<file path="config.mk">
export PLATFORM = sky130hd
export DESIGN_NAME = integer_to_ascii_formatter_unit
export DESIGN_NICKNAME = d
export VERILOG_FILES = /design/src/sv/itoa_fmt_pkg.sv /design/src/sv/integer_to_ascii_formatter_unit.sv
export SDC_FILE = /design/constraint.sdc
export NUM_CORES = 1
export LEC_CHECK = 0
export BUFFER_PORTS_ARGS = -buffer_cell sky130_fd_sc_hd__buf_2
export CAP_MARGIN = 20
export CORE_MARGIN = 2
export CORE_UTILIZATION = 60
export CTS_BUF_LIST = sky130_fd_sc_hd__clkbuf_4 sky130_fd_sc_hd__clkbuf_8 sky130_fd_sc_hd__clkbuf_16
export DETAILED_ROUTE_END_ITERATION = 7
export HOLD_SLACK_MARGIN = 0.06
export PLACE_DENSITY = 0.85
export SYNTH_ARGS = -nofsm -noshare
export SYNTH_HDL_FRONTEND = slang
export SYNTH_SLANG_ARGS = --single-unit
</file>
<file path="constraint.sdc">
create_clock -name clk -period 10.3 [get_ports clk]
set_input_delay 2.06 -clock clk [delete_from_list [all_inputs] [get_ports clk]]
set_output_delay 2.06 -clock clk [all_outputs]
set_load 0.02 [all_outputs]
</file>
<file path="src/sv/itoa_fmt_pkg.sv">
// ----------------------------------------------------------------------------
// itoa_fmt_pkg: shared types and constants of the integer-to-ASCII formatter
// Sequencer states, character codes, flag bit positions and the digit table.
// ----------------------------------------------------------------------------
package itoa_fmt_pkg;

  // Defaults for the top-level parameters
  localparam int NUMBER_BITS_DEF        = 64;
  localparam int DIGIT_BUFFER_DEPTH_DEF = 64;

  // Fixed field widths of the stream payload
  localparam int NUM_W   = 64;
  localparam int BASE_W  = 5;
  localparam int WIDTH_W = 6;
  localparam int PREC_W  = 6;
  localparam int FLAGS_W = 7;
  localparam int CHAR_W  = 7;
  localparam int IN_W    = 88;   // 64 + 5 + 6 + 6 + 7, already whole bytes
  localparam int OUT_W   = 8;

  // Dividend bits consumed per divider cycle
  localparam int GRP_BITS = 4;

  // Character counters (up to 69 characters before truncation)
  localparam int CNT_W     = 7;
  localparam int MAX_CHARS = 64;

  // Flag bit positions
  localparam int FL_LEFT   = 0;
  localparam int FL_PLUS   = 1;
  localparam int FL_SPACE  = 2;
  localparam int FL_PREFIX = 3;
  localparam int FL_ZPAD   = 4;
  localparam int FL_SIGNED = 5;
  localparam int FL_LOWER  = 6;

  localparam logic [BASE_W-1:0] BASE_MIN = 5'd2;
  localparam logic [BASE_W-1:0] BASE_OCT = 5'd8;
  localparam logic [BASE_W-1:0] BASE_HEX = 5'd16;

  localparam logic [CHAR_W-1:0] CH_ZERO  = 7'h30;
  localparam logic [CHAR_W-1:0] CH_SPACE = 7'h20;
  localparam logic [CHAR_W-1:0] CH_MINUS = 7'h2D;
  localparam logic [CHAR_W-1:0] CH_PLUS  = 7'h2B;
  localparam logic [CHAR_W-1:0] CH_X     = 7'h58;
  localparam logic [CHAR_W-1:0] CH_LOWER = 7'h20;

  typedef enum logic [1:0] {
    ST_IDLE,
    ST_DIV,
    ST_SETUP,
    ST_EMIT
  } state_t;

  // "0123456789ABCDEF", lowercase sets bit 0x20 (no effect on decimal digits)
  function automatic logic [CHAR_W-1:0] digit_char(input logic [3:0] d, input logic lower);
    logic [CHAR_W-1:0] c;
    begin
      case (d)
        4'd10:   c = 7'h41;
        4'd11:   c = 7'h42;
        4'd12:   c = 7'h43;
        4'd13:   c = 7'h44;
        4'd14:   c = 7'h45;
        4'd15:   c = 7'h46;
        default: c = CH_ZERO | {3'b000, d};
      endcase
      digit_char = lower ? (c | CH_LOWER) : c;
    end
  endfunction

endpackage

</file>
<file path="src/sv/integer_to_ascii_formatter_unit.sv">
// The radix divider takes 4 quotient bits a cycle, one pass per digit, where digits
//   = significant digits of the value (at least one); then a setup state, then
//   one character per cycle while the sink takes them.
// A new number is taken only once the previous one has been fully sent to the
//   output register. Synchronous active-high reset clears the sequencer and the
//   output valid.
// ----------------------------------------------------------------------------
// integer_to_ascii_formatter_unit: printf-style integer to ASCII text
// Digits come from a 4-bit-per-cycle long divider into a small digit memory,
// then a counter sequencer emits pads, sign, prefix, zeros, digits, trailing pads, one per beat.
// ----------------------------------------------------------------------------
module integer_to_ascii_formatter_unit #(
  parameter int NUMBER_BITS        = itoa_fmt_pkg::NUMBER_BITS_DEF,
  parameter int DIGIT_BUFFER_DEPTH = itoa_fmt_pkg::DIGIT_BUFFER_DEPTH_DEF
) (
  input  logic                           clk,
  input  logic                           rst,
  input  logic                           s_axis_tvalid,
  output logic                           s_axis_tready,
  // number[63:0], base[68:64], width[74:69], precision[80:75], format_flags[87:81]
  input  logic [itoa_fmt_pkg::IN_W-1:0]  s_axis_tdata,
  output logic                           m_axis_tvalid,
  input  logic                           m_axis_tready,
  // character[6:0], zero[7]
  output logic [itoa_fmt_pkg::OUT_W-1:0] m_axis_tdata,
  output logic                           m_axis_tlast
);

  localparam int CAP    = (DIGIT_BUFFER_DEPTH < 66) ? DIGIT_BUFFER_DEPTH : 66;
  localparam int AW     = $clog2(CAP);
  localparam int NW     = $clog2(CAP + 1);
  localparam int NBP    = ((NUMBER_BITS + itoa_fmt_pkg::GRP_BITS - 1) / itoa_fmt_pkg::GRP_BITS)
                          * itoa_fmt_pkg::GRP_BITS;
  localparam int GROUPS = NBP / itoa_fmt_pkg::GRP_BITS;
  localparam int GW     = $clog2(GROUPS);
  localparam int CW     = itoa_fmt_pkg::CNT_W;

  itoa_fmt_pkg::state_t state, state_next;

  // item fields
  logic [itoa_fmt_pkg::BASE_W-1:0]  base_q;
  logic [itoa_fmt_pkg::WIDTH_W-1:0] width_q;
  logic [itoa_fmt_pkg::PREC_W-1:0]  prec_q;
  logic [itoa_fmt_pkg::FLAGS_W-1:0] flags_q;
  logic                             neg;

  // divider
  logic [NBP-1:0] quo;
  logic [3:0]     rmd;
  logic [GW-1:0]  grp;
  logic           qnz;
  logic [NW-1:0]  nd;
  logic [3:0]     qbits;
  logic [3:0]     rmd_step;
  logic           grp_last;
  logic           div_done;

  logic [3:0] dmem [CAP];
  logic [3:0] rd_q;
  logic [AW-1:0] rd_addr;

  // sequencer counters
  logic [CW-1:0] lead_cnt, zero_cnt, trail_cnt, rem;
  logic          sign_cnt;
  logic [1:0]    pfx_cnt;
  logic [NW-1:0] dig_cnt, dig_cnt_next;

  // setup values
  logic [CW-1:0] prec_eff, need, wpos, total;
  logic          signc;
  logic [1:0]    prefc;
  logic          left_f, zpad_f, lower_f, hex_f;

  logic                              load;
  logic [itoa_fmt_pkg::CHAR_W-1:0]   chr;
  logic                              base_ok;
  logic [NUMBER_BITS-1:0]            in_num;
  logic                              in_neg;

  assign left_f  = flags_q[itoa_fmt_pkg::FL_LEFT];
  assign zpad_f  = flags_q[itoa_fmt_pkg::FL_ZPAD] & ~left_f;
  assign lower_f = flags_q[itoa_fmt_pkg::FL_LOWER];
  assign hex_f   = (base_q == itoa_fmt_pkg::BASE_HEX);

  assign in_num  = s_axis_tdata[NUMBER_BITS-1:0];
  assign in_neg  = s_axis_tdata[81 + itoa_fmt_pkg::FL_SIGNED] & in_num[NUMBER_BITS-1];
  assign base_ok = (s_axis_tdata[68:64] >= itoa_fmt_pkg::BASE_MIN) &&
                   (s_axis_tdata[68:64] <= itoa_fmt_pkg::BASE_HEX);

  // Four restoring division steps on the top dividend bits
  always_comb begin
    logic [3:0] r;
    logic [4:0] t;
    r = rmd;
    qbits = '0;
    for (int i = 3; i >= 0; i--) begin
      t = {r, quo[NBP - 4 + i]};
      if (t >= base_q) begin
        qbits[i] = 1'b1;
        r = 4'(t - base_q);
      end else begin
        r = t[3:0];
      end
    end
    rmd_step = r;
  end

  assign grp_last = (grp == GW'(GROUPS - 1));
  assign div_done = grp_last &&
                    (!(qnz || (|qbits)) || (nd == NW'(CAP - 1)));

  // Counts for the text layout
  always_comb begin
    logic [CW-1:0] nd_x;
    nd_x     = CW'(nd);
    prec_eff = (CW'(prec_q) > nd_x) ? CW'(prec_q) : nd_x;
    signc    = flags_q[itoa_fmt_pkg::FL_SIGNED] &
               (neg | flags_q[itoa_fmt_pkg::FL_PLUS] | flags_q[itoa_fmt_pkg::FL_SPACE]);
    if (!flags_q[itoa_fmt_pkg::FL_PREFIX]) begin
      prefc = 2'd0;
    end else if (hex_f) begin
      prefc = 2'd2;
    end else if (base_q == itoa_fmt_pkg::BASE_OCT) begin
      prefc = 2'd1;
    end else begin
      prefc = 2'd0;
    end
    need  = prec_eff + CW'(signc) + CW'(prefc);
    wpos  = (CW'(width_q) > need) ? (CW'(width_q) - need) : '0;
    total = wpos + need;
  end

  // Character of the current beat: first non-empty segment wins
  always_comb begin
    if (lead_cnt != '0) begin
      chr = itoa_fmt_pkg::CH_SPACE;
    end else if (sign_cnt) begin
      chr = neg ? itoa_fmt_pkg::CH_MINUS :
            flags_q[itoa_fmt_pkg::FL_PLUS] ? itoa_fmt_pkg::CH_PLUS : itoa_fmt_pkg::CH_SPACE;
    end else if (pfx_cnt != 2'd0) begin
      if (pfx_cnt == 2'd1 && hex_f) begin
        chr = lower_f ? (itoa_fmt_pkg::CH_X | itoa_fmt_pkg::CH_LOWER) : itoa_fmt_pkg::CH_X;
      end else begin
        chr = itoa_fmt_pkg::CH_ZERO;
      end
    end else if (zero_cnt != '0) begin
      chr = itoa_fmt_pkg::CH_ZERO;
    end else if (dig_cnt != '0) begin
      chr = itoa_fmt_pkg::digit_char(rd_q, lower_f);
    end else begin
      chr = itoa_fmt_pkg::CH_SPACE;
    end
  end

  // next state
  always_comb begin
    state_next = state;
    unique case (state)
      itoa_fmt_pkg::ST_IDLE:  if (s_axis_tvalid && base_ok) state_next = itoa_fmt_pkg::ST_DIV;
      itoa_fmt_pkg::ST_DIV:   if (div_done) state_next = itoa_fmt_pkg::ST_SETUP;
      itoa_fmt_pkg::ST_SETUP: state_next = itoa_fmt_pkg::ST_EMIT;
      itoa_fmt_pkg::ST_EMIT:  if (load && rem == CW'(1)) state_next = itoa_fmt_pkg::ST_IDLE;
      default:                state_next = itoa_fmt_pkg::ST_IDLE;
    endcase
  end

  // outputs of the sequencer
  always_comb begin
    s_axis_tready = 1'b0;
    load          = 1'b0;
    unique case (state)
      itoa_fmt_pkg::ST_IDLE: s_axis_tready = 1'b1;
      itoa_fmt_pkg::ST_EMIT: load = !m_axis_tvalid || m_axis_tready;
      default: ;
    endcase
  end

  // Digit read address follows the next digit count so rd_q is ready in time
  always_comb begin
    dig_cnt_next = dig_cnt;
    if (state == itoa_fmt_pkg::ST_SETUP) begin
      dig_cnt_next = nd;
    end else if (load && lead_cnt == '0 && !sign_cnt && pfx_cnt == 2'd0 &&
                 zero_cnt == '0 && dig_cnt != '0) begin
      dig_cnt_next = dig_cnt - 1'b1;
    end
  end
  assign rd_addr = AW'(dig_cnt_next - 1'b1);

  always_ff @(posedge clk) begin
    if (rst) begin
      state <= itoa_fmt_pkg::ST_IDLE;
    end else begin
      state <= state_next;
    end
  end

  always_ff @(posedge clk) begin
    rd_q <= dmem[rd_addr];
    if (state == itoa_fmt_pkg::ST_DIV && grp_last) begin
      dmem[nd[AW-1:0]] <= rmd_step;
    end
  end

  always_ff @(posedge clk) begin
    dig_cnt <= dig_cnt_next;
    unique case (state)
      itoa_fmt_pkg::ST_IDLE: begin
        base_q  <= s_axis_tdata[68:64];
        width_q <= s_axis_tdata[74:69];
        prec_q  <= s_axis_tdata[80:75];
        flags_q <= s_axis_tdata[87:81];
        neg     <= in_neg;
        quo     <= NBP'(in_neg ? (NUMBER_BITS'(0) - in_num) : in_num);
        rmd     <= '0;
        grp     <= '0;
        qnz     <= 1'b0;
        nd      <= '0;
      end
      itoa_fmt_pkg::ST_DIV: begin
        quo <= {quo[NBP-5:0], qbits};
        if (grp_last) begin
          // one digit done: quotient stays in quo for the next pass
          nd  <= nd + 1'b1;
          rmd <= '0;
          grp <= '0;
          qnz <= 1'b0;
        end else begin
          rmd <= rmd_step;
          grp <= grp + 1'b1;
          qnz <= qnz | (|qbits);
        end
      end
      itoa_fmt_pkg::ST_SETUP: begin
        lead_cnt  <= (!zpad_f && !left_f) ? wpos : '0;
        sign_cnt  <= signc;
        pfx_cnt   <= prefc;
        zero_cnt  <= (zpad_f ? wpos : '0) + prec_eff - CW'(nd);
        trail_cnt <= left_f ? wpos : '0;
        rem       <= (total > CW'(itoa_fmt_pkg::MAX_CHARS)) ? CW'(itoa_fmt_pkg::MAX_CHARS) : total;
      end
      itoa_fmt_pkg::ST_EMIT: begin
        if (load) begin
          rem <= rem - 1'b1;
          if (lead_cnt != '0) begin
            lead_cnt <= lead_cnt - 1'b1;
          end else if (sign_cnt) begin
            sign_cnt <= 1'b0;
          end else if (pfx_cnt != 2'd0) begin
            pfx_cnt <= pfx_cnt - 1'b1;
          end else if (zero_cnt != '0) begin
            zero_cnt <= zero_cnt - 1'b1;
          end else if (dig_cnt == '0) begin
            trail_cnt <= trail_cnt - 1'b1;
          end
        end
      end
      default: ;
    endcase
  end

  // output register
  always_ff @(posedge clk) begin
    if (rst) begin
      m_axis_tvalid <= 1'b0;
    end else if (load) begin
      m_axis_tvalid <= 1'b1;
    end else if (m_axis_tready) begin
      m_axis_tvalid <= 1'b0;
    end
  end

  always_ff @(posedge clk) begin
    if (load) begin
      m_axis_tdata <= {1'b0, chr};
      m_axis_tlast <= (rem == CW'(1));
    end
  end

`ifndef ASSERT_OFF
  // a beat is only ever loaded with characters left to send
  a_emit_rem: assert property (@(posedge clk) disable iff (rst)
    state == itoa_fmt_pkg::ST_EMIT |-> rem != '0)
    else $error("emit state with no characters left");

  // digit count stays inside the buffer while dividing
  a_div_cap: assert property (@(posedge clk) disable iff (rst)
    state == itoa_fmt_pkg::ST_DIV |-> nd < NW'(CAP))
    else $error("digit buffer overrun");

  // every number leaves at least one digit
  a_setup_digit: assert property (@(posedge clk) disable iff (rst)
    state == itoa_fmt_pkg::ST_SETUP |-> nd != '0)
    else $error("setup with empty digit buffer");

  // the final beat of a number returns the sequencer to idle
  a_last_idle: assert property (@(posedge clk) disable iff (rst)
    (state == itoa_fmt_pkg::ST_EMIT && load && rem == CW'(1)) |=> state == itoa_fmt_pkg::ST_IDLE)
    else $error("sequencer not idle after last character");
`endif

endmodule
</file>
-- Yosys cells after proc, flatten, opt, wreduce, memory -nomap -nowiden
Memory sizes are Yosys's and may differ from the RTL's. A register that Yosys moved wholly into a read port is not among the register bits.
Cells that the tools add are included.
- multiplexer cells: 67
- reduce and logical (&&, ||, !) cells: 39
- $add $sub $neg: 19
- bitwise logic cells: 7
- eq/ne operators: 26
- $lt $le $gt $ge: 9
- operators with widths (kind ; count):
    two-way mux 7 bit ; 21
    case mux 64 bit (2 select lines) ; 1
    two-way mux 64 bit ; 1
    subtractor 1 x 64 -> 64 bit (first input constant) ; 1
    case mux 7 bit (2 select lines) ; 4
    case mux 7 bit (6 select lines) ; 1
    two-way mux 4 bit ; 8
    equality test 4 bit (second input constant) ; 7
    subtractor 7 x 1 -> 7 bit (second input constant) ; 4
    inequality test 2 bit (second input constant) ; 11
    nonzero test 7 bit ; 3
    greater-or-equal comparator 5 bit ; 4
    two-way mux 2 bit ; 9
    case mux 4 bit (2 select lines) ; 2
    subtractor 4 bit ; 4
    adder 7 bit ; 2
    greater-than comparator 6 x 7 -> 1 bit ; 2
    logical NOT 7 bit ; 2
    two-way mux 1 bit ; 14
    logical AND 1 bit ; 12
    two-way mux 6 bit ; 2
    AND reduction 3 bit ; 3
    case mux 2 bit (4 select lines) ; 1
    nonzero test 2 bit ; 4
    other kinds (29) ; 44
- bits in registers: 147
- RAM bits: 256
- memories kept: 1
- input bits: 92
- memories (name ; words ; width ; rd ports ; clocked after Yosys merged registers in ; wr ports ; line ; RTL):
    dmem ; 64 ; 4 ; 1 ; 1 ; 1 ; integer_to_ascii_formatter_unit.sv:58 ; logic [3:0] dmem [CAP];

-- Longest topological paths before layout
- word-level depth: 15
- gate-level depth with buffers: 38

-- Worst setup path after synthesis
No wires, ideal clock.
- path kind: reg2reg
- start: register base_q[1] (netlist bit)
- end: memory dmem[0][0], data pin
- stages on the path, launching flop included: 35
- arrival: 7.671 ns
- buffers on the path: 4
- library setup time: 0.553 ns
- setup slack: 2.076 ns
- clock period less this slack: 8.224 ns
- path through: edfxtp_1 -> inv_1 -> ha_1 -> a21o_1 -> a21o_1 -> a21o_1 -> a21o_1 -> clkbuf_1 -> a21oi_1 -> inv_1 -> ha_1 -> nor2b_1 -> o21ai_1 -> a31oi_1 -> o21ai_1 -> nand2b_1 -> clkbuf_1 -> mux2_2 -> inv_1 -> ha_1 -> nor2b_1 -> o21ai_1 -> a31oi_1 -> o21ai_0 -> nand2b_1 -> clkbuf_1 -> a21oi_1 -> ha_1 -> nor2b_1 -> o21ai_0 -> a31oi_1 -> o21ai_0 -> nand2b_1 -> clkbuf_1 -> a21oi_1
- longest elaborated chain between the ends: 8
- elaborated cells on any way between the ends: 11
- classes of those cells: add/sub (3); order compare (4); mux (4)
- RTL lines (what ; line ; RTL):
    start: declaration ; integer_to_ascii_formatter_unit.sv:41 ; logic [itoa_fmt_pkg::BASE_W-1:0] base_q;
    start signal: assignment ; integer_to_ascii_formatter_unit.sv:209 ; base_q <= s_axis_tdata[68:64];
    subtractor 4 bit / greater-or-equal comparator 5 bit (equally long branches) ; integer_to_ascii_formatter_unit.sv:100, integer_to_ascii_formatter_unit.sv:98 ;
    two-way mux 4 bit ; integer_to_ascii_formatter_unit.sv:98 ; if (t >= base_q) begin
    subtractor 4 bit / greater-or-equal comparator 5 bit (equally long branches) ; integer_to_ascii_formatter_unit.sv:100, integer_to_ascii_formatter_unit.sv:98 ;
    two-way mux 4 bit ; integer_to_ascii_formatter_unit.sv:98 ;
    subtractor 4 bit / greater-or-equal comparator 5 bit (equally long branches) ; integer_to_ascii_formatter_unit.sv:100, integer_to_ascii_formatter_unit.sv:98 ;
    two-way mux 4 bit ; integer_to_ascii_formatter_unit.sv:98 ;
    greater-or-equal comparator 5 bit * ; integer_to_ascii_formatter_unit.sv:98 ;
    two-way mux 4 bit * ; integer_to_ascii_formatter_unit.sv:98 ;
    via rmd_step[0] ; integer_to_ascii_formatter_unit.sv:54 ; logic [3:0] rmd_step;
    end: declaration ; integer_to_ascii_formatter_unit.sv:58 ;
Mark *: on every way through the listed nets, which the timed path passes. The rest lies on a longest branch.

-- Worst setup path after layout
- start: register base_q[1] (netlist bit)
- end: memory dmem[19][1], data pin
- longest elaborated chain between the ends: 8
- elaborated cells on any way between the ends: 12
- classes of those cells: add/sub (4); order compare (4); mux (4)
- RTL lines (what ; line):
    subtractor 4 bit / greater-or-equal comparator 5 bit (equally long branches) ; integer_to_ascii_formatter_unit.sv:100, integer_to_ascii_formatter_unit.sv:98
    two-way mux 4 bit ; integer_to_ascii_formatter_unit.sv:98
    subtractor 4 bit / greater-or-equal comparator 5 bit (equally long branches) ; integer_to_ascii_formatter_unit.sv:100, integer_to_ascii_formatter_unit.sv:98
    two-way mux 4 bit ; integer_to_ascii_formatter_unit.sv:98
    greater-or-equal comparator 5 bit / subtractor 4 bit (equally long branches) ; integer_to_ascii_formatter_unit.sv:98, integer_to_ascii_formatter_unit.sv:100
    two-way mux 4 bit ; integer_to_ascii_formatter_unit.sv:98
    subtractor 4 bit / greater-or-equal comparator 5 bit (equally long branches) ; integer_to_ascii_formatter_unit.sv:100, integer_to_ascii_formatter_unit.sv:98
    two-way mux 4 bit * ; integer_to_ascii_formatter_unit.sv:98
    via rmd_step[1] ; integer_to_ascii_formatter_unit.sv:54
Marks and branches as above.

==> reports/metrics.yaml <==
cts-root-buf: "clkbuf_16"
syn_to_final_growth_pct: 10.9
cp-start-kind: "flop"
cts_inserted_buffers: 42
num_io_pins: 103
grt_overflow: 0
clk_pin_slew_ps: 60
vias_per_cell: 6.12
drc_errors: 0
cts_buffer_depth: 3
grt_pass1_wl_microns: 69700
synth_fp_nets: 1720
fmax_mhz: 128
worstPathArrival_ps: 8180
die_h_microns: 190
grt_usage_pct: 25.0
worstHoldStart: "flags_q[6]"
timing.rr.end: "dmem[19][1]"
min_path_cells: 1
antenna_cells: 0
ctsResizeCount: 0
cts_hold_buffers: 0
synth_top_area_share_pct: 57.2
finalCriticalPeriod_ps: 7810
crit_fanout: 34
cts_tree: "done"
initial_utilization_pct: 60.4
reg2reg_slack_ps: 2490
maxCapViolations: 0
drt_pass1_iterations: 6
drive_gt1_share_pct: 16.3
clock_latency_ps: 550
drv_slew: 0
yosys.area.top_type: "edfxtp_1"
skew_ps: 25.4
grt_pass1_vias: 12800
totalWireLength_microns: 44600
drt_iter0_markers: 1388
rsz0062_at_grt: "no"
core-area_sq_um: 34300
place_ws_ps: 2290
cts_sinks: 407
syn_avg_cell_area_sq_um: 13.3
ys.warnings.count: 0
ys_ff_latch: 407
final-hold-violation-count: 0
rr_worst_depth: 31
htreeDepth: 2
hold_path_class: "flop to flop"
gp_congestion: 0.880
path_class: "flop to flop"
status: "completed"
hold-path-endpoint: "m_axis_tdata[5]"
timing.hold.ws_ps: 528
synth_flop_cell: "edfxtp_1"
tightest_slew_ps: 1050
ys_top_cells_by_area: "edfxtp_1 57%, mux4_2 5.4%, ha_1 3.7%, mux2i_1 3.3%, xnor2_1 3.2%"
setup_ws_ps: 2490
async_flop_share_pct: 0
cts_setup_buffers: 0
grt_max_degree: 86
cp-end-kind: "flop"
synth.distinct_cells: 83
finalSetupTns_ps: 0
timing.rr.start: "base_q[1]"
cp_data_required_time_ps: 10670
utilization_pct: 67.0
synth_edf_count: 394
syn-cell-area_sq_um: 20700
maxSlewHeadroom_pct: 29.1
seq_area_frac_synth_pct: 58.4
fin_nets: 1809
finalCritPeriodShare_pct: 75.8
io_buffers: 101
fp.dieW_microns: 190
hpwlAfterDp_microns: 29500
wl_per_cell_microns: 20.9
critPathMaxStageDelay_ps: 830
vias: 13000
setup_violations: 0
num_rows: 68
critPathSlowestCell: "mux2_2"
postRouteAntennaNets: 0
synthCells: 1553
die_area_sq_um: 36000
antenna_found_initial: 0
## final cells by class
cell class	count	area [sq um]
Tap cell	455	569
Multi-Input combinational cell	993	7970
Timing Repair Buffer	113	616
Clock inverter	30	255
Sequential cell	407	12100
Fill cell	2289	11300
Clock buffer	47	1140
Inverter	85	322
## critical path, delay by kind of cell, from the launching register on
family                   cells  cell delay [ps]
AO/OA/AOI/OAI               15             2790
adder cells (fa/ha/maj)      4             1130
buffers and inverters        4              700
flip-flops                   1              470
multiplexers                 2             1260
AND/OR/NAND/NOR              6             1250
## logic make-up (layout without fill, tap and decap cells)
| family | Yosys count | in the layout | synth area share, % |
|---|---|---|---|
| and+or+nand+nor | 428 | 428 | 10.4 |
| DFF | 407 | 407 | 58.4 |
| AOI/OAI and AO/OA | 237 | 237 | 6.76 |
| buffers and inverters | 153 | 275 | 3.44 |
| muxes | 141 | 141 | 11.0 |
| xor gates and xnor gates | 111 | 111 | 4.91 |
| adders and majority gates | 75 | 75 | 5.04 |
| other | 1 | 1 | 0.0181 |
## layout by cell type (no fill, tap or decap), drive strengths merged, types with 23 or more instances in the layout
master	Yosys	final
a21oi	64	64
buf	17	113
clkbuf	51	47
clkinv	0	23
edfxtp	394	394
ha	61	61
inv	85	86
mux2i	69	69
mux4	64	64
nand2	121	121
nand3	24	24
nor2	137	137
nor3	33	33
o21ai	102	102
xnor2	77	77
xor2	34	34
## per-layer routing
metal	global-route usage [%]	share of wire (%)
met2	41.9	49
met4	7.07	2.4
met5	0	0
met3	4.45	8.3
met1	34.1	40
## state kept, by name, indices dropped and copies added, names as in the netlist, 7 cells and up
signal        flops
dmem            256
quo              64
dig_cnt           7
flags_q           7
lead_cnt          7
m_axis_tdata      7
nd                7
rem               7
zero_cnt          7
## synthesized netlist by cell type, types with 12 or more instances
library cell,instances
dfxtp_1,13
nand2b_1,18
nand2_1,121
mux4_1,14
fa_1,14
xor2_1,32
a21o_1,12
nor3_1,29
nor2_1,137
xnor2_1,76
mux4_2,50
mux2i_1,69
o21ai_1,42
inv_1,84
clkbuf_1,50
a21oi_1,64
ha_1,61
or3_1,18
nand3_1,22
o21ai_0,58
edfxtp_1,394
## worst max path at each step
stage	start	to	cells past startpoint
2_1_floorplan	base_q[1]	dmem[0][0]	34
3_3_place_gp	base_q[1]	dmem[13][1]	30
3_5_place_dp	base_q[1]	rmd[1]	31
4_1_cts	base_q[1]	dmem[27][1]	30
5_1_grt	base_q[1]	dmem[19][1]	32
6_report	base_q[1]	dmem[19][1]	31
## through the flow
stage          area [sq um]  std cells
6_report              23000       2130
5_1_grt               23000       2130
4_1_cts               22900       2129
3_5_place_dp          21500       2052
3_3_place_gp          21500       2052
2_1_floorplan         20700       1553
Power is not shown: default switching activity piles up to over one toggle a cycle in this logic, so the estimate is an artifact.
